File: src/rtl/bsd_pkg.sv
// Shared types and constants for the bencode stream decoder.
// Depends on nothing; used by every module under rtl/ but bsd_keystore.
package bsd_pkg;

  localparam int MaxDepthDefault  = 16;
  localparam int MaxKeyLenDefault = 64;
  localparam int LengthBitsDefault = 32;

  localparam logic [7:0] CH_E     = 8'h65;
  localparam logic [7:0] CH_I     = 8'h69;
  localparam logic [7:0] CH_L     = 8'h6c;
  localparam logic [7:0] CH_D     = 8'h64;
  localparam logic [7:0] CH_COLON = 8'h3a;
  localparam logic [7:0] CH_MINUS = 8'h2d;
  localparam logic [7:0] CH_ZERO  = 8'h30;
  localparam logic [7:0] CH_NINE  = 8'h39;

  typedef enum logic [2:0] {
    KIND_INT    = 3'd0,
    KIND_STRHDR = 3'd1,
    KIND_STRBYTE = 3'd2,
    KIND_LIST   = 3'd3,
    KIND_DICT   = 3'd4,
    KIND_END    = 3'd5,
    KIND_ERR    = 3'd6
  } kind_t;

  typedef enum logic [3:0] {
    ERR_BAD_START   = 4'd0,
    ERR_NEG_ZERO    = 4'd1,
    ERR_LEAD_ZERO   = 4'd2,
    ERR_INT_BAD     = 4'd3,
    ERR_INT_OVF     = 4'd4,
    ERR_BAD_LEN     = 4'd5,
    ERR_KEY_NOT_STR = 4'd6,
    ERR_UNSORTED    = 4'd7,
    ERR_KEY_LONG    = 4'd8,
    ERR_TOO_DEEP    = 4'd9,
    ERR_TRUNCATED   = 4'd10,
    ERR_TRAILING    = 4'd11
  } err_t;

  typedef enum logic [5:0] {
    PH_VALUE      = 6'b000001,
    PH_INT_START  = 6'b000010,
    PH_INT_NEG    = 6'b000100,
    PH_INT_DIGITS = 6'b001000,
    PH_LEN        = 6'b010000,
    PH_STR        = 6'b100000
  } phase_t;

  typedef enum logic [1:0] {
    CMP_EQ      = 2'd0,
    CMP_LESS    = 2'd1,
    CMP_GREATER = 2'd2
  } cmp_t;

  typedef struct packed {
    logic [7:0] data_byte;
    logic       final_byte;
  } in_t;

  typedef struct packed {
    kind_t              token_kind;
    logic signed [63:0] token_value;
    err_t               error_code;
    logic [4:0]         nesting_level;
    logic               message_done;
  } out_t;

endpackage

File: src/rtl/bsd_outbuf.sv
// Output register with skid stage for token transactions.
// Depends on bsd_pkg for the token struct.
module bsd_outbuf (
  input  logic          clk,
  input  logic          rst,
  input  logic          push,
  input  bsd_pkg::out_t push_data,
  output logic          space,
  output logic          token_valid,
  input  logic          token_ready,
  output bsd_pkg::out_t token_item
);

  logic          out_v;
  bsd_pkg::out_t out_d;
  logic          sk_v;
  bsd_pkg::out_t sk_d;
  logic          adv;

  assign adv         = !out_v || token_ready;
  assign space       = !sk_v;
  assign token_valid = out_v;
  assign token_item  = out_d;

  always_ff @(posedge clk) begin
    if (rst) begin
      out_v <= 1'b0;
      sk_v  <= 1'b0;
    end else if (adv) begin
      if (sk_v) begin
        out_v <= 1'b1;
        sk_v  <= 1'b0;
      end else begin
        out_v <= push;
      end
    end else if (push) begin
      sk_v <= 1'b1;
    end
  end

  always_ff @(posedge clk) begin
    if (adv) begin
      out_d <= sk_v ? sk_d : push_data;
    end else if (push) begin
      sk_d <= push_data;
    end
  end

endmodule

File: config.mk
export PLATFORM = sky130hd
export DESIGN_NAME = bsd_outbuf
export DESIGN_NICKNAME = d
export VERILOG_FILES = /design/src/rtl/bsd_pkg.sv /design/src/rtl/bsd_outbuf.sv
export SDC_FILE = /design/constraint.sdc
export NUM_CORES = 1
export LEC_CHECK = 0
export ABC_AREA = 1
export BUFFER_PORTS_ARGS = -buffer_cell sky130_fd_sc_hd__buf_2
export CAP_MARGIN = 20
export CORE_MARGIN = 1
export CORE_UTILIZATION = 50
export CTS_BUF_LIST = sky130_fd_sc_hd__clkbuf_4 sky130_fd_sc_hd__clkbuf_8
export CTS_CLUSTER_SIZE = 10
export DETAILED_ROUTE_END_ITERATION = 7
export PLACE_DENSITY = 0.77
export RECOVER_POWER = 100
export SLEW_MARGIN = 15
export SYNTH_ARGS = -nofsm -noshare
export SYNTH_HDL_FRONTEND = slang
export SYNTH_SLANG_ARGS = --single-unit
File: constraint.sdc
create_clock -name clk -period 8.92 [get_ports clk]
set_clock_uncertainty 0.05 [all_clocks]
set_input_delay 1.784 -clock clk [delete_from_list [all_inputs] [get_ports clk]]
set_output_delay 1.784 -clock clk [all_outputs]
set_load 0.03 [all_outputs]
==> impl_metrics.ini <==
[run_status]
status = finished, violations left
failed_checks = capacitance limit, slew limit

[worst_setup_path]
arrival_ns = 4.99
timing.critical_path.to_type = register
reg2reg_to = token_item[32]
timing.critical_path.depth = 4
timing.critical_path.required_ns = 8.80
crit_buf_inv = 3
startpoint_of_the_lowest_slack_register_to_register_path = token_valid
critical_path.max_fanout = 77
slowest_library_cell_on_the_worst_path = sky130_fd_sc_hd__clkbuf_1
crit_end = token_item[32]
critPathLaunchType = input port
ff2ff_setup_slack_ns = 4.95
cp_slowest_stage_delay_ns = 2.93
worstSetupStartpoint = token_ready
reg2regPathDepth = 2
critical-path-top-delay-family = buffers and inverters
critPathKind = input port to register
path_cells = buf_2, inv_1, nand2_4, clkbuf_1

[layout]
ff_latch_area_mm2 = 0.004666
design.final.nets = 661
area.growth.synth_to_final_pct = 19.08
combined_area_of_the_multi_input_logic_cells_um2 = 903.4
post_route_cells_drive_above_1_share_pct = 11.13
antenna_cells = 0
filler_cell_count = 917

[timing]
min_period_ns = 5.108
grt_setup_unrepaired = false
count_of_final_hold_check_violations = 0
setup-tns-final_ns = 0
max_slew_margin_pct = -179.2
number_of_failing_setup_endpoints_in_the_final_timing_report = 0
fmaxAchievable_ghz = 0.1958
final_min_period_over_clock_period_pct = 57.26
final-max-slew-violation-count = 111
crit_path_setup_slack_layout_ns = 3.812
worst-slew-pin-transition_ns = 4.188

[cts]
clock_tree_from_tritoncts = yes
ctsLongestPathBuffers = 2
h-tree-depth = 4
cts_hold_buffers = 0
number_of_setup_buffers_added_after_cts = 0
ctsResizeCount = 0
clockRootBuffer = sky130_fd_sc_hd__clkbuf_8
clkTransAtPathRegs_ns = 0.08
worstSkewPairLatency_ns = 0.42
clock_sink_count = 156
numCtsBuffers = 17

[logic_synthesis]
synth-xor-area-share_pct = 0
netlist_area_mm2 = 0.005685
postSynthAreaPerCell_um2 = 13.70
synth_largest_area_cell = sky130_fd_sc_hd__edfxtp_1
postSynthNetCount = 496
basic_gate_share_of_the_synthesized_area_counting_and_or_nand_and_nor_cells_pct = 15.67
synthDominantCellAreaShare_pct = 81.34
post_synth_inst_count = 415
synthAdderAreaFrac_pct = 0
synth_warnings = 0
synth_top_cells_by_area = sky130_fd_sc_hd__edfxtp_1, sky130_fd_sc_hd__nand2_1, sky130_fd_sc_hd__buf_2
largest_family_of_logic_cells_by_synthesized_area = simple AND/OR/NAND/NOR gates
synth.yosys.seq_area_share_pct = 82.04
synth-seq-cells = 156
synth_compound_gate_area_share_pct = 0.08803
synthMuxAreaShare_pct = 0
library_cells_used_by_synthesis = 12

[pwr]
power_share_of_the_clock_group_pct = 31.7
cellInternalPower_mw = 1.108
power.density_mw_per_mm2 = 218.4
total_switching_power_uw = 371.1
swShare_pct = 25.09
power.share.combinational_pct = 9.7
ir_worst_vdd_uv = 98.48
power_leakage_nw = 2.664
fraction_of_power_consumed_by_sequential_logic_pct = 58.6

[grt]
met2_usage_pct = 28.71
first_global_vias = 3208
grt-busiest-layer = met2
globalRouteOverflowTotal = 0
global_route.usage.met1_pct = 24.32
grt_util_all_layers_pct = 18.19
grt_max_degree = 80
use_met3_pct = 4.244
wire_length_of_the_first_global_routing_pass_mm = 15.85
grt_antenna_before_repair = 0

[routing]
routed_via_density = 4.802
detail_route.first_pass.iterations = 4
routed_wl_mm = 10.47
drt_iter0_markers = 179
via_count = 3520
antenna_left = 0
wire_per_inst_um = 14.28
drc = 0

[die]
area_of_the_placeable_core_mm2 = 0.01094
floorplan.die.height_um = 108.6
ios = 160
die_area_mm2 = 0.01180
fp.dieW_um = 108.6
num_rows = 38
initial_core_util_pct = 51.99

[place]
dp.final_hpwl_mm = 6.538
port_buffers = 159
worst_setup_slack_after_placement_ns = 5.023
routabilityCongestion = 0.7264

[hold_path]
worst_hold_path_type = register to register

[job]
drv_cap = 2
-- tightest hold or removal path, delay by kind of cell (launching register included) --
kind / cells / cell delay [ns]
flip-flops: 1 / 0.32
AND/OR/NAND/NOR: 2 / 0.10
-- registers in the layout, summed over array words and instances, names as in the netlist --
name and flops:
sk_d 77, sk_v 1, token_item 77, token_valid 1
-- synth_stat cells, drive strengths merged --
library cell    n
nand3           1
nand2         233
o21ai           1
dfxtp           2
clkbuf          1
inv             4
buf            16
edfxtp        154
nor2            3
-- worst min-delay path by stage --
stage / from / slack [ns] / endpoint / depth (start not counted)
detailed placement: sk_d[76] / 0.45 / token_item[76] / 2
global route: sk_d[42] / 0.49 / token_item[42] / 2
finish: sk_d[42] / 0.46 / token_item[42] / 2
floorplan: sk_d[0] / 0.44 / token_item[0] / 2
global placement: sk_d[37] / 0.45 / token_item[37] / 2
CTS: sk_d[42] / 0.47 / token_item[42] / 2
-- power groups by stage --
| stage | Combinational [mW] | Sequential (mW) | Clock (mW) |
|---|---|---|---|
| 6_report | 0.144 | 0.866 | 0.469 |
| 5_1_grt | 0.156 | 0.870 | 0.506 |
| 4_1_cts | 0.157 | 0.864 | 0.480 |
| 3_5_place_dp | 0.157 | 0.879 | 0 |
| 3_3_place_gp | 0.153 | 0.879 | 0 |
| 2_1_floorplan | 0.0322 | 0.945 | 0 |
-- final cells by class --
class | instances | share of cell area, %
inverter | 4 | 0.2218
tap | 140 | 2.587
timing repair buffer | 163 | 9.758
clock buffer | 19 | 3.678
multi-input combinational | 238 | 13.34
sequential | 156 | 68.92
clock inverter | 13 | 1.497
-- cells by family after synthesis --
logic type,count (synthesis)
compound gates,1
flops,156
simple gates,237
buf+inv,21
-- layout by cell type (no fill, tap or decap), types with 2 or more instances in the layout --
cell type and instances:
sky130_fd_sc_hd__clkbuf_4 2, sky130_fd_sc_hd__clkbuf_8 17, sky130_fd_sc_hd__buf_2 30, sky130_fd_sc_hd__nor2_1 3, sky130_fd_sc_hd__clkbuf_1 129, sky130_fd_sc_hd__buf_4 3, sky130_fd_sc_hd__clkinv_2 5, sky130_fd_sc_hd__edfxtp_1 154
sky130_fd_sc_hd__inv_1 3, sky130_fd_sc_hd__nand2_1 232, sky130_fd_sc_hd__clkinvlp_4 4, sky130_fd_sc_hd__clkinv_1 2
-- metal layers --
layer | vias up | wire [µm]
li1 | 1728 | -
met1 | 1634 | 4525
met2 | 148 | 5148
met3 | 10 | 678
met4 | 0 | 113
met5 | - | 0
-- per-stage QoR --
stage	total power [mW]	cells	area [µm²]	util (%)	hold slack, ns
3_5_place_dp	1.037	701	6593	60.29	0.4515
5_1_grt	1.532	733	6770	61.91	0.4867
6_report	1.479	733	6770	61.91	0.4649
3_3_place_gp	1.032	701	6593	60.29	0.4473
4_1_cts	1.501	733	6943	63.49	0.4672
2_1_floorplan	0.9773	415	5685	-	0.4443
Power figures use the tool's default switching activity.
