### src/rtl/bsd_pkg.sv
// Shared types and constants for the bencode stream decoder.
// Depends on nothing; used by every module under rtl/ but bsd_keystore.
package bsd_pkg;

  localparam int MaxDepthDefault  = 16;
  localparam int MaxKeyLenDefault = 64;
  localparam int LengthBitsDefault = 32;

  localparam logic [7:0] CH_E     = 8'h65;
  localparam logic [7:0] CH_I     = 8'h69;
  localparam logic [7:0] CH_L     = 8'h6c;
  localparam logic [7:0] CH_D     = 8'h64;
  localparam logic [7:0] CH_COLON = 8'h3a;
  localparam logic [7:0] CH_MINUS = 8'h2d;
  localparam logic [7:0] CH_ZERO  = 8'h30;
  localparam logic [7:0] CH_NINE  = 8'h39;

  typedef enum logic [2:0] {
    KIND_INT    = 3'd0,
    KIND_STRHDR = 3'd1,
    KIND_STRBYTE = 3'd2,
    KIND_LIST   = 3'd3,
    KIND_DICT   = 3'd4,
    KIND_END    = 3'd5,
    KIND_ERR    = 3'd6
  } kind_t;

  typedef enum logic [3:0] {
    ERR_BAD_START   = 4'd0,
    ERR_NEG_ZERO    = 4'd1,
    ERR_LEAD_ZERO   = 4'd2,
    ERR_INT_BAD     = 4'd3,
    ERR_INT_OVF     = 4'd4,
    ERR_BAD_LEN     = 4'd5,
    ERR_KEY_NOT_STR = 4'd6,
    ERR_UNSORTED    = 4'd7,
    ERR_KEY_LONG    = 4'd8,
    ERR_TOO_DEEP    = 4'd9,
    ERR_TRUNCATED   = 4'd10,
    ERR_TRAILING    = 4'd11
  } err_t;

  typedef enum logic [5:0] {
    PH_VALUE      = 6'b000001,
    PH_INT_START  = 6'b000010,
    PH_INT_NEG    = 6'b000100,
    PH_INT_DIGITS = 6'b001000,
    PH_LEN        = 6'b010000,
    PH_STR        = 6'b100000
  } phase_t;

  typedef enum logic [1:0] {
    CMP_EQ      = 2'd0,
    CMP_LESS    = 2'd1,
    CMP_GREATER = 2'd2
  } cmp_t;

  typedef struct packed {
    logic [7:0] data_byte;
    logic       final_byte;
  } in_t;

  typedef struct packed {
    kind_t              token_kind;
    logic signed [63:0] token_value;
    err_t               error_code;
    logic [4:0]         nesting_level;
    logic               message_done;
  } out_t;

endpackage

### src/rtl/bsd_parser.sv
// Parser state and per-byte next-state logic: phases, nesting stack, key order.
// Depends on bsd_pkg; drives the key store ports and at most one result per byte.
module bsd_parser #(
  parameter int MAX_DEPTH   = bsd_pkg::MaxDepthDefault,
  parameter int MAX_KEY_LEN = bsd_pkg::MaxKeyLenDefault,
  parameter int LENGTH_BITS = bsd_pkg::LengthBitsDefault,
  localparam int LW = (MAX_DEPTH > 1) ? $clog2(MAX_DEPTH) : 1,
  localparam int KW = (MAX_KEY_LEN > 1) ? $clog2(MAX_KEY_LEN) : 1,
  localparam int AW = LW + KW
) (
  input  logic          clk,
  input  logic          rst,
  input  logic          acc_en,
  input  bsd_pkg::in_t  item,
  output logic          ks_we,
  output logic [AW-1:0] ks_waddr,
  output logic [7:0]    ks_wdata,
  output logic [AW-1:0] ks_raddr,
  input  logic [7:0]    ks_rdata,
  output logic          res_valid,
  output bsd_pkg::out_t res
);

  localparam int DW  = $clog2(MAX_DEPTH + 1);
  localparam int KLW = $clog2(MAX_KEY_LEN + 1);
  localparam logic [67:0] LenLim = (68'(1) << LENGTH_BITS) - 68'(1);
  localparam logic [67:0] PosLim = 68'h7fff_ffff_ffff_ffff;
  localparam logic [67:0] NegLim = 68'h8000_0000_0000_0000;

  bsd_pkg::phase_t         phase, phase_next;
  logic [DW-1:0]           depth, depth_next;
  logic                    is_dict [MAX_DEPTH];
  logic                    is_dict_next [MAX_DEPTH];
  logic                    exp_key [MAX_DEPTH];
  logic                    exp_key_next [MAX_DEPTH];
  logic                    pend [MAX_DEPTH];
  logic                    pend_next [MAX_DEPTH];
  logic                    has_prev [MAX_DEPTH];
  logic                    has_prev_next [MAX_DEPTH];
  logic [KLW-1:0]          prev_len [MAX_DEPTH];
  logic [KLW-1:0]          prev_len_next [MAX_DEPTH];
  logic [KLW-1:0]          cur_len, cur_len_next;
  bsd_pkg::cmp_t           cmp, cmp_next;
  logic [63:0]             acc, acc_next;
  logic                    neg, neg_next;
  logic [LENGTH_BITS-1:0]  str_rem, str_rem_next;
  logic                    top_done, top_done_next;
  logic                    err, err_next;

  logic [7:0]              b;
  logic                    fin;
  logic                    is_dig;
  logic [3:0]              dg;
  logic [67:0]             acc_x10;
  logic [LW-1:0]           cur_lv;
  logic                    in_key_c;
  logic                    top_list;

  assign b        = item.data_byte;
  assign fin      = item.final_byte;
  assign is_dig   = (b >= bsd_pkg::CH_ZERO) && (b <= bsd_pkg::CH_NINE);
  assign dg       = 4'(b - bsd_pkg::CH_ZERO);
  assign acc_x10  = ({4'b0, acc} << 3) + ({4'b0, acc} << 1) + 68'(dg);
  assign cur_lv   = LW'(depth - DW'(1));
  assign in_key_c = (depth != '0) && is_dict[cur_lv] && exp_key[cur_lv];
  assign top_list = (depth != '0) && !is_dict[cur_lv];

  always_comb begin
    logic          tv;
    bsd_pkg::kind_t tkind;
    logic [63:0]   tval;
    logic [DW-1:0] tlvl;
    logic          fail_hit;
    bsd_pkg::err_t fcode;
    logic          sd;
    logic          vd;
    logic [DW-1:0] vd_depth;
    logic          kd;
    logic [LW-1:0] vl;
    logic [LW-1:0] ol;
    bsd_pkg::cmp_t cmp2;
    logic          is_err;

    phase_next    = phase;
    depth_next    = depth;
    is_dict_next  = is_dict;
    exp_key_next  = exp_key;
    pend_next     = pend;
    has_prev_next = has_prev;
    prev_len_next = prev_len;
    cur_len_next  = cur_len;
    cmp_next      = cmp;
    acc_next      = acc;
    neg_next      = neg;
    str_rem_next  = str_rem;
    top_done_next = top_done;
    err_next      = err;

    tv       = 1'b0;
    tkind    = bsd_pkg::KIND_INT;
    tval     = '0;
    tlvl     = depth;
    fail_hit = 1'b0;
    fcode    = bsd_pkg::ERR_BAD_START;
    sd       = 1'b0;
    vd       = 1'b0;
    vd_depth = depth;
    kd       = 1'b0;
    vl       = '0;
    ol       = LW'(depth);
    cmp2     = cmp;
    is_err   = 1'b0;

    ks_we    = 1'b0;
    ks_waddr = {cur_lv, cur_len[KW-1:0]};
    ks_wdata = b;

    if (acc_en && !err) begin
      unique case (phase)
        bsd_pkg::PH_VALUE: begin
          if (top_done) begin
            fail_hit = 1'b1;
            fcode    = bsd_pkg::ERR_TRAILING;
          end else if (in_key_c) begin
            if (b == bsd_pkg::CH_E) begin
              depth_next = depth - DW'(1);
              tv         = 1'b1;
              tkind      = bsd_pkg::KIND_END;
              tlvl       = depth - DW'(1);
              vd         = 1'b1;
              vd_depth   = depth - DW'(1);
            end else if (is_dig) begin
              acc_next   = 64'(dg);
              phase_next = bsd_pkg::PH_LEN;
            end else begin
              fail_hit = 1'b1;
              fcode    = bsd_pkg::ERR_KEY_NOT_STR;
            end
          end else if (b == bsd_pkg::CH_E && top_list) begin
            depth_next = depth - DW'(1);
            tv         = 1'b1;
            tkind      = bsd_pkg::KIND_END;
            tlvl       = depth - DW'(1);
            vd         = 1'b1;
            vd_depth   = depth - DW'(1);
          end else if (b == bsd_pkg::CH_I) begin
            phase_next = bsd_pkg::PH_INT_START;
            neg_next   = 1'b0;
            acc_next   = '0;
          end else if (is_dig) begin
            acc_next   = 64'(dg);
            phase_next = bsd_pkg::PH_LEN;
          end else if (b == bsd_pkg::CH_L || b == bsd_pkg::CH_D) begin
            if (depth >= DW'(MAX_DEPTH)) begin
              fail_hit = 1'b1;
              fcode    = bsd_pkg::ERR_TOO_DEEP;
            end else begin
              tv                = 1'b1;
              tkind             = (b == bsd_pkg::CH_D) ? bsd_pkg::KIND_DICT
                                                       : bsd_pkg::KIND_LIST;
              is_dict_next[ol]  = (b == bsd_pkg::CH_D);
              exp_key_next[ol]  = (b == bsd_pkg::CH_D);
              pend_next[ol]     = 1'b0;
              has_prev_next[ol] = 1'b0;
              depth_next        = depth + DW'(1);
            end
          end else begin
            fail_hit = 1'b1;
            fcode    = bsd_pkg::ERR_BAD_START;
          end
        end
        bsd_pkg::PH_INT_START: begin
          if (b == bsd_pkg::CH_MINUS) begin
            neg_next   = 1'b1;
            phase_next = bsd_pkg::PH_INT_NEG;
          end else if (is_dig) begin
            acc_next   = 64'(dg);
            phase_next = bsd_pkg::PH_INT_DIGITS;
          end else begin
            fail_hit = 1'b1;
            fcode    = bsd_pkg::ERR_INT_BAD;
          end
        end
        bsd_pkg::PH_INT_NEG: begin
          if (b == bsd_pkg::CH_ZERO) begin
            fail_hit = 1'b1;
            fcode    = bsd_pkg::ERR_NEG_ZERO;
          end else if (is_dig) begin
            acc_next   = 64'(dg);
            phase_next = bsd_pkg::PH_INT_DIGITS;
          end else begin
            fail_hit = 1'b1;
            fcode    = bsd_pkg::ERR_INT_BAD;
          end
        end
        bsd_pkg::PH_INT_DIGITS: begin
          if (is_dig) begin
            if (acc == '0) begin
              fail_hit = 1'b1;
              fcode    = bsd_pkg::ERR_LEAD_ZERO;
            end else if (acc_x10 > (neg ? NegLim : PosLim)) begin
              fail_hit = 1'b1;
              fcode    = bsd_pkg::ERR_INT_OVF;
            end else begin
              acc_next = acc_x10[63:0];
            end
          end else if (b == bsd_pkg::CH_E) begin
            phase_next = bsd_pkg::PH_VALUE;
            tv         = 1'b1;
            tkind      = bsd_pkg::KIND_INT;
            tval       = neg ? (64'd0 - acc) : acc;
            vd         = 1'b1;
          end else begin
            fail_hit = 1'b1;
            fcode    = bsd_pkg::ERR_INT_BAD;
          end
        end
        bsd_pkg::PH_LEN: begin
          if (is_dig) begin
            if (acc == '0 || acc_x10 > LenLim) begin
              fail_hit = 1'b1;
              fcode    = bsd_pkg::ERR_BAD_LEN;
            end else begin
              acc_next = acc_x10[63:0];
            end
          end else if (b == bsd_pkg::CH_COLON) begin
            if (in_key_c && acc > 64'(MAX_KEY_LEN)) begin
              fail_hit = 1'b1;
              fcode    = bsd_pkg::ERR_KEY_LONG;
            end else begin
              tv           = 1'b1;
              tkind        = bsd_pkg::KIND_STRHDR;
              tval         = acc;
              str_rem_next = acc[LENGTH_BITS-1:0];
              cur_len_next = '0;
              cmp_next     = bsd_pkg::CMP_EQ;
              if (acc == '0) begin
                sd = 1'b1;
              end else begin
                phase_next = bsd_pkg::PH_STR;
              end
            end
          end else begin
            fail_hit = 1'b1;
            fcode    = bsd_pkg::ERR_BAD_LEN;
          end
        end
        bsd_pkg::PH_STR: begin
          tv    = 1'b1;
          tkind = bsd_pkg::KIND_STRBYTE;
          tval  = 64'(b);
          if (in_key_c && cur_len < KLW'(MAX_KEY_LEN)) begin
            if (cmp == bsd_pkg::CMP_EQ && cur_len < prev_len[cur_lv]) begin
              if (b < ks_rdata) begin
                cmp_next = bsd_pkg::CMP_LESS;
              end else if (b > ks_rdata) begin
                cmp_next = bsd_pkg::CMP_GREATER;
              end
            end
            ks_we        = 1'b1;
            cur_len_next = cur_len + KLW'(1);
          end
          str_rem_next = str_rem - LENGTH_BITS'(1);
          if (str_rem_next == '0) begin
            sd = 1'b1;
          end
        end
        default: begin
          fail_hit = 1'b1;
          fcode    = bsd_pkg::ERR_BAD_START;
        end
      endcase

      if (sd) begin
        phase_next = bsd_pkg::PH_VALUE;
        if (in_key_c) begin
          kd = 1'b1;
        end else begin
          vd = 1'b1;
        end
      end

      if (kd) begin
        cmp2 = cmp_next;
        if (cmp2 == bsd_pkg::CMP_EQ) begin
          if (cur_len_next < prev_len[cur_lv]) begin
            cmp2 = bsd_pkg::CMP_LESS;
          end else if (cur_len_next > prev_len[cur_lv]) begin
            cmp2 = bsd_pkg::CMP_GREATER;
          end
        end
        pend_next[cur_lv]     = has_prev[cur_lv] && (cmp2 == bsd_pkg::CMP_LESS);
        prev_len_next[cur_lv] = cur_len_next;
        has_prev_next[cur_lv] = 1'b1;
        exp_key_next[cur_lv]  = 1'b0;
      end

      if (vd) begin
        if (vd_depth == '0) begin
          top_done_next = 1'b1;
        end else begin
          vl = LW'(vd_depth - DW'(1));
          if (is_dict[vl]) begin
            if (pend[vl]) begin
              fail_hit = 1'b1;
              fcode    = bsd_pkg::ERR_UNSORTED;
            end
            exp_key_next[vl] = 1'b1;
          end
        end
      end

      if (!fail_hit && fin && !top_done_next) begin
        fail_hit = 1'b1;
        fcode    = bsd_pkg::ERR_TRUNCATED;
      end

      if (fail_hit) begin
        tv       = 1'b1;
        tkind    = bsd_pkg::KIND_ERR;
        tval     = '0;
        tlvl     = depth_next;
        err_next = 1'b1;
        is_err   = 1'b1;
      end
    end

    res_valid         = tv;
    res.token_kind    = tkind;
    res.token_value   = tval;
    res.error_code    = is_err ? fcode : bsd_pkg::ERR_BAD_START;
    res.nesting_level = 5'(tlvl);
    res.message_done  = is_err || fin;

    if (acc_en && fin) begin
      phase_next    = bsd_pkg::PH_VALUE;
      depth_next    = '0;
      cur_len_next  = '0;
      cmp_next      = bsd_pkg::CMP_EQ;
      acc_next      = '0;
      neg_next      = 1'b0;
      str_rem_next  = '0;
      top_done_next = 1'b0;
      err_next      = 1'b0;
    end

    ks_raddr = {LW'(depth_next - DW'(1)), cur_len_next[KW-1:0]};
  end

  always_ff @(posedge clk) begin
    if (rst) begin
      phase    <= bsd_pkg::PH_VALUE;
      depth    <= '0;
      cur_len  <= '0;
      cmp      <= bsd_pkg::CMP_EQ;
      acc      <= '0;
      neg      <= 1'b0;
      str_rem  <= '0;
      top_done <= 1'b0;
      err      <= 1'b0;
    end else begin
      phase    <= phase_next;
      depth    <= depth_next;
      cur_len  <= cur_len_next;
      cmp      <= cmp_next;
      acc      <= acc_next;
      neg      <= neg_next;
      str_rem  <= str_rem_next;
      top_done <= top_done_next;
      err      <= err_next;
    end
  end

  always_ff @(posedge clk) begin
    is_dict  <= is_dict_next;
    exp_key  <= exp_key_next;
    pend     <= pend_next;
    has_prev <= has_prev_next;
    prev_len <= prev_len_next;
  end

endmodule

### config.mk
export PLATFORM = sky130hd
export DESIGN_NAME = bsd_parser
export DESIGN_NICKNAME = d
export VERILOG_FILES = /design/src/rtl/bsd_pkg.sv /design/src/rtl/bsd_parser.sv
export SDC_FILE = /design/constraint.sdc
export NUM_CORES = 1
export LEC_CHECK = 0
export ABC_AREA = 0
export BUFFER_PORTS_ARGS = -buffer_cell sky130_fd_sc_hd__buf_2
export CAP_MARGIN = 20
export CORE_MARGIN = 2
export CORE_UTILIZATION = 55
export DETAILED_ROUTE_END_ITERATION = 10
export HOLD_SLACK_MARGIN = 0.15
export PLACE_DENSITY = 0.82
export REMOVE_ABC_BUFFERS = 1
export SYNTH_ARGS = -nofsm -noshare
export SYNTH_HDL_FRONTEND = slang
export SYNTH_SLANG_ARGS = --single-unit
### constraint.sdc
create_clock -name clk -period 10.8 [get_ports clk]
set_clock_uncertainty 0.2 [all_clocks]
set_input_delay 0.54 -clock clk [delete_from_list [all_inputs] [get_ports clk]]
set_output_delay 0.54 -clock clk [all_outputs]
set_load 0.005 [all_outputs]
==> implementation parameters <==
Parameter                              Value

Outcome
  Outcome    finished clean

Synth
  Seq cells post-synth    slightly below 300
  Largest area contributor in the synthesized netlist    edfxtp_1
  Avg Inst Size Synth    8.64 µm²
  Share of the synthesized area in compound gates (AO/OA/AOI/OAI)    23.3%
  Sequential-to-total area share from yosys stat    between 30% and 40%
  Leading post-synthesis cells by cell area    edfxtp_1, ha_1, dfxtp_1
  Fraction of synthesized area in multiplexers    under 10%
  Count of different cell masters after synthesis    between 100 and 150
  Ys flop type    edfxtp_1
  Number of enable flip-flop cells after synthesis    ~180
  Total number of yosys warnings    0
  Dominant combinational cell family by area after synthesis    compound AO/OA/AOI/OAI gates
  Xor/xnor share of the synthesized area    2.46%
  Post-synthesis adder-cell area fraction    11.5%
  Share of synthesized cell area in and, or, nand and nor gates    21.1%
  Share of the synthesized area in the top cell type    21.2%
  Share of flip-flops with an asynchronous set or reset after synthesis    0%
  Number of instances in the synthesized netlist    2887
  Cell Area, Synth    roughly 25000 µm²

Timing
  Slew margin rel.    28.8%
  Final hold slack    268 ps
  Share of the cycle needed by the critical path after routing    89.3%
  Final TNS setup    0 ps
  RSZ-0062 raised after global routing    no
  Slew @ Worst Pin    1070 ps
  Final critical delay including setup and external delays    9650 ps
  Max Slew Vio Count    0
  Final setup fails    0
  Fin worst setup slack    approximately 1200 ps
  Max Freq    104 MHz
  Number of failing hold endpoints at the final stage    0

Drt
  Via count of the routed design    24600
  Via density per instance    roughly 7
  Final WL    86300 µm
  Wire length per cell    24.6 µm
  Detailed Route Iter0 Violations    3255
  DRT Pass-1 Iters    9
  Post-detailed-route DRC marker count    0
  Post-route ant nets    0

Finish
  Total Nets Final    around 3100
  Share of final-layout standard cells stronger than drive strength 1    12.8%
  Post-layout util    between 50% and 60%
  Number of filler instances in the final layout    3892
  Area grow syn2layout    7.64%
  Number of inserted diodes    0

Floorplanning
  Total die area    47100 µm²
  Starting utilization of the core area    55.3%
  Horizontal die dimension    217 µm
  Standard-cell row count    78
  Count of boundary I/O pins    127
  DIE HEIGHT    217 µm
  Floorplan core area    45100 µm²

Job
  Max-capacitance violation count    0

Clock tree
  Clock tree from TritonCTS    built
  Root Buffer    clkbuf_16
  Setup bufs post-CTS    0
  Number of buffers added by the clock tree synthesis step    35
  Clock Path Buffers    3
  CTS clk-pin slew, worst paths    60 ps
  Clock sink count    295
  Htree depth    2
  Clk Latency, worst-skew pair    580 ps

Power
  Internal power    2000 µW
  Worst supply voltage drop on vdd    about 0.00013 V
  Net switching power of the design    736 µW
  Share of power burned in registers    44.7%
  Combinational power share    10.0%
  Clock group share of total power    45.2%
  Cell Pwr Density    102 nW/µm²
  LEAKAGE    0.0111 µW
  Net Sw Frac    26.9%

Hold path
  Class of the tightest hold or removal check    reg2reg
  Hold path depth    2

Worst setup path
  Worst Setup Start Kind    flop
  Critical path buffer and inverter count    2
  Worst stage delay on the critical path    710 ps
  Register-to-register setup slack    2370 ps
  Class of the most critical setup path    reg2out
  Crit path max fanout    64
  R2R depth    24
  Number of logic stages on the critical path including buffering    25
  Endpoint arrival time on the critical path    8910 ps
  Dominant delay contributor by cell family on the critical path    compound AO/OA/AOI/OAI gates
  WP data required    roughly 10000 ps
  Critical-path cell with the highest stage delay    a211o_4
  Kind of end point of the critical path    primary output

Global routing
  Number of antenna violations at the first check in global routing    1
  All-Layer GR Usage    a little over a third
  First-pass GRT wire length    133000 µm
  Sum of overflow across all layers after global routing    0
  Vias in the first global route    23000
  Largest net degree at the start of global routing    84

Placement
  Placement-stage worst setup slack    about 1800 ps
  Half-perimeter wire length after detailed placement    62900 µm
  Routability cong.    1.02
  Port bufs    approximately 130
## cell usage after synthesis, types with 25 or more instances
| cell type | number |
|---|---|
| a211oi_1 | 35 |
| a31oi_1 | 29 |
| a22o_1 | 61 |
| nor4_1 | 38 |
| o21ai_0 | 191 |
| inv_1 | 71 |
| xnor2_1 | 44 |
| edfxtp_1 | 176 |
| ha_1 | 226 |
| nand2_1 | 314 |
| nand3_1 | 74 |
| a21o_1 | 37 |
| xor2_1 | 26 |
| dfxtp_1 | 119 |
| nor2_1 | 306 |
| mux4_2 | 54 |
| a21oi_1 | 237 |
| nor3_1 | 68 |
| nand4_1 | 68 |
| or3_1 | 39 |
| nor2b_1 | 25 |
| clkbuf_1 | 158 |
## layout by cell type (no fill, tap or decap), types with 14 or more instances in the layout
master,n
or2_2,16
nand4_1,68
o41ai_1,14
o21a_1,21
o31ai_1,24
o21bai_1,18
nand2_1,313
xor2_1,26
clkbuf_16,36
ha_1,225
nor2b_1,25
inv_1,70
mux2_2,20
nand2b_1,20
nor2_1,304
or4_1,24
mux4_2,54
a21oi_1,236
nor4_1,38
a31oi_1,29
buf_4,28
o21ai_0,191
a311oi_2,19
a22o_1,61
xnor2_1,44
edfxtp_1,176
a211oi_1,35
nor3_1,68
buf_2,127
a21o_1,37
or3_1,39
nand3_1,74
dfxtp_1,117
## metrics by stage
stage / instance area, µm² / power [µW] / std cells
after floorplan: 24000 / 1400 / 2683
after global placement: 25600 / 1490 / 3437
after detailed placement: 25600 / 1510 / 3437
after CTS: 26800 / 2730 / 3502
after global routing: 26800 / 2790 / 3504
final: 26800 / 2740 / 3504
## flip-flops by register name (all words and copies together) (netlist names), 7 cells and up
register,cells
str_rem,32
cur_len,7
has_prev,16
pend,16
is_dict,16
exp_key,16
prev_len,112
acc,64
## power groups by stage
| stage | combinational [µW] | clock [µW] | sequential (µW) |
|---|---|---|---|
| after floorplan | 160 | 0 | 1240 |
| after global placement | 249 | 0 | 1250 |
| after detailed placement | 259 | 0 | 1250 |
| after CTS | 264 | 1240 | 1220 |
| after global routing | 291 | 1280 | 1220 |
| final | 274 | 1240 | 1220 |
## kinds of logic (layout without fill, tap and decap cells)
group | count (synthesis) | after routing
DFF | 295 | 295
muxes | 82 | 82
AOI/OAI and AO/OA | 851 | 851
and+or+nand+nor | 1083 | 1083
xor gates and xnor gates | 70 | 70
adders and majority gates | 228 | 228
buffers and inverters | 278 | 295
## layout make-up
class,count,area (µm²),area share (%)
repair buffers,158,873,3.25
clock buffers,41,930,3.46
well taps,600,751,2.80
inverters,74,278,1.03
multi-input cells,2314,16100,60.0
flip-flops and latches,295,7670,28.6
clock inverters,22,231,0.862
## what timing repair did
action	4_1_cts	5_1_grt
resized for setup	0	0
hold endpoints to repair	7	0
endpoints found under the setup margin	0	0
hold buffers	2	0
## worst reg2reg max path: cells and delay by family, from the launching register on
kind	cells	cell delay (ps)
xor gates and xnor gates	1	450
AOI/OAI and AO/OA	13	3370
adders and majority gates	3	1030
DFF	1	550
buffers and inverters	2	680
and+or+nand+nor	5	2050
## worst paths after layout
kind	from	endpoint
worst max-delay path	acc[3]	res[41]
worst min-delay path	err	err
worst max register to register	acc[3]	acc[47]
worst min register to register	err	err
## per-layer routing
layer | share of wire [%] | vias to the layer above | track usage (%)
met1 | 41 | 11800 | 49.4
met4 | 4.7 | 2 | 16.4
met5 | 0.057 | - | 0
li1 | - | 10900 | -
met3 | 10 | 268 | 6.33
met2 | 44 | 1569 | 55.5
(Power assumes the default switching activity.)
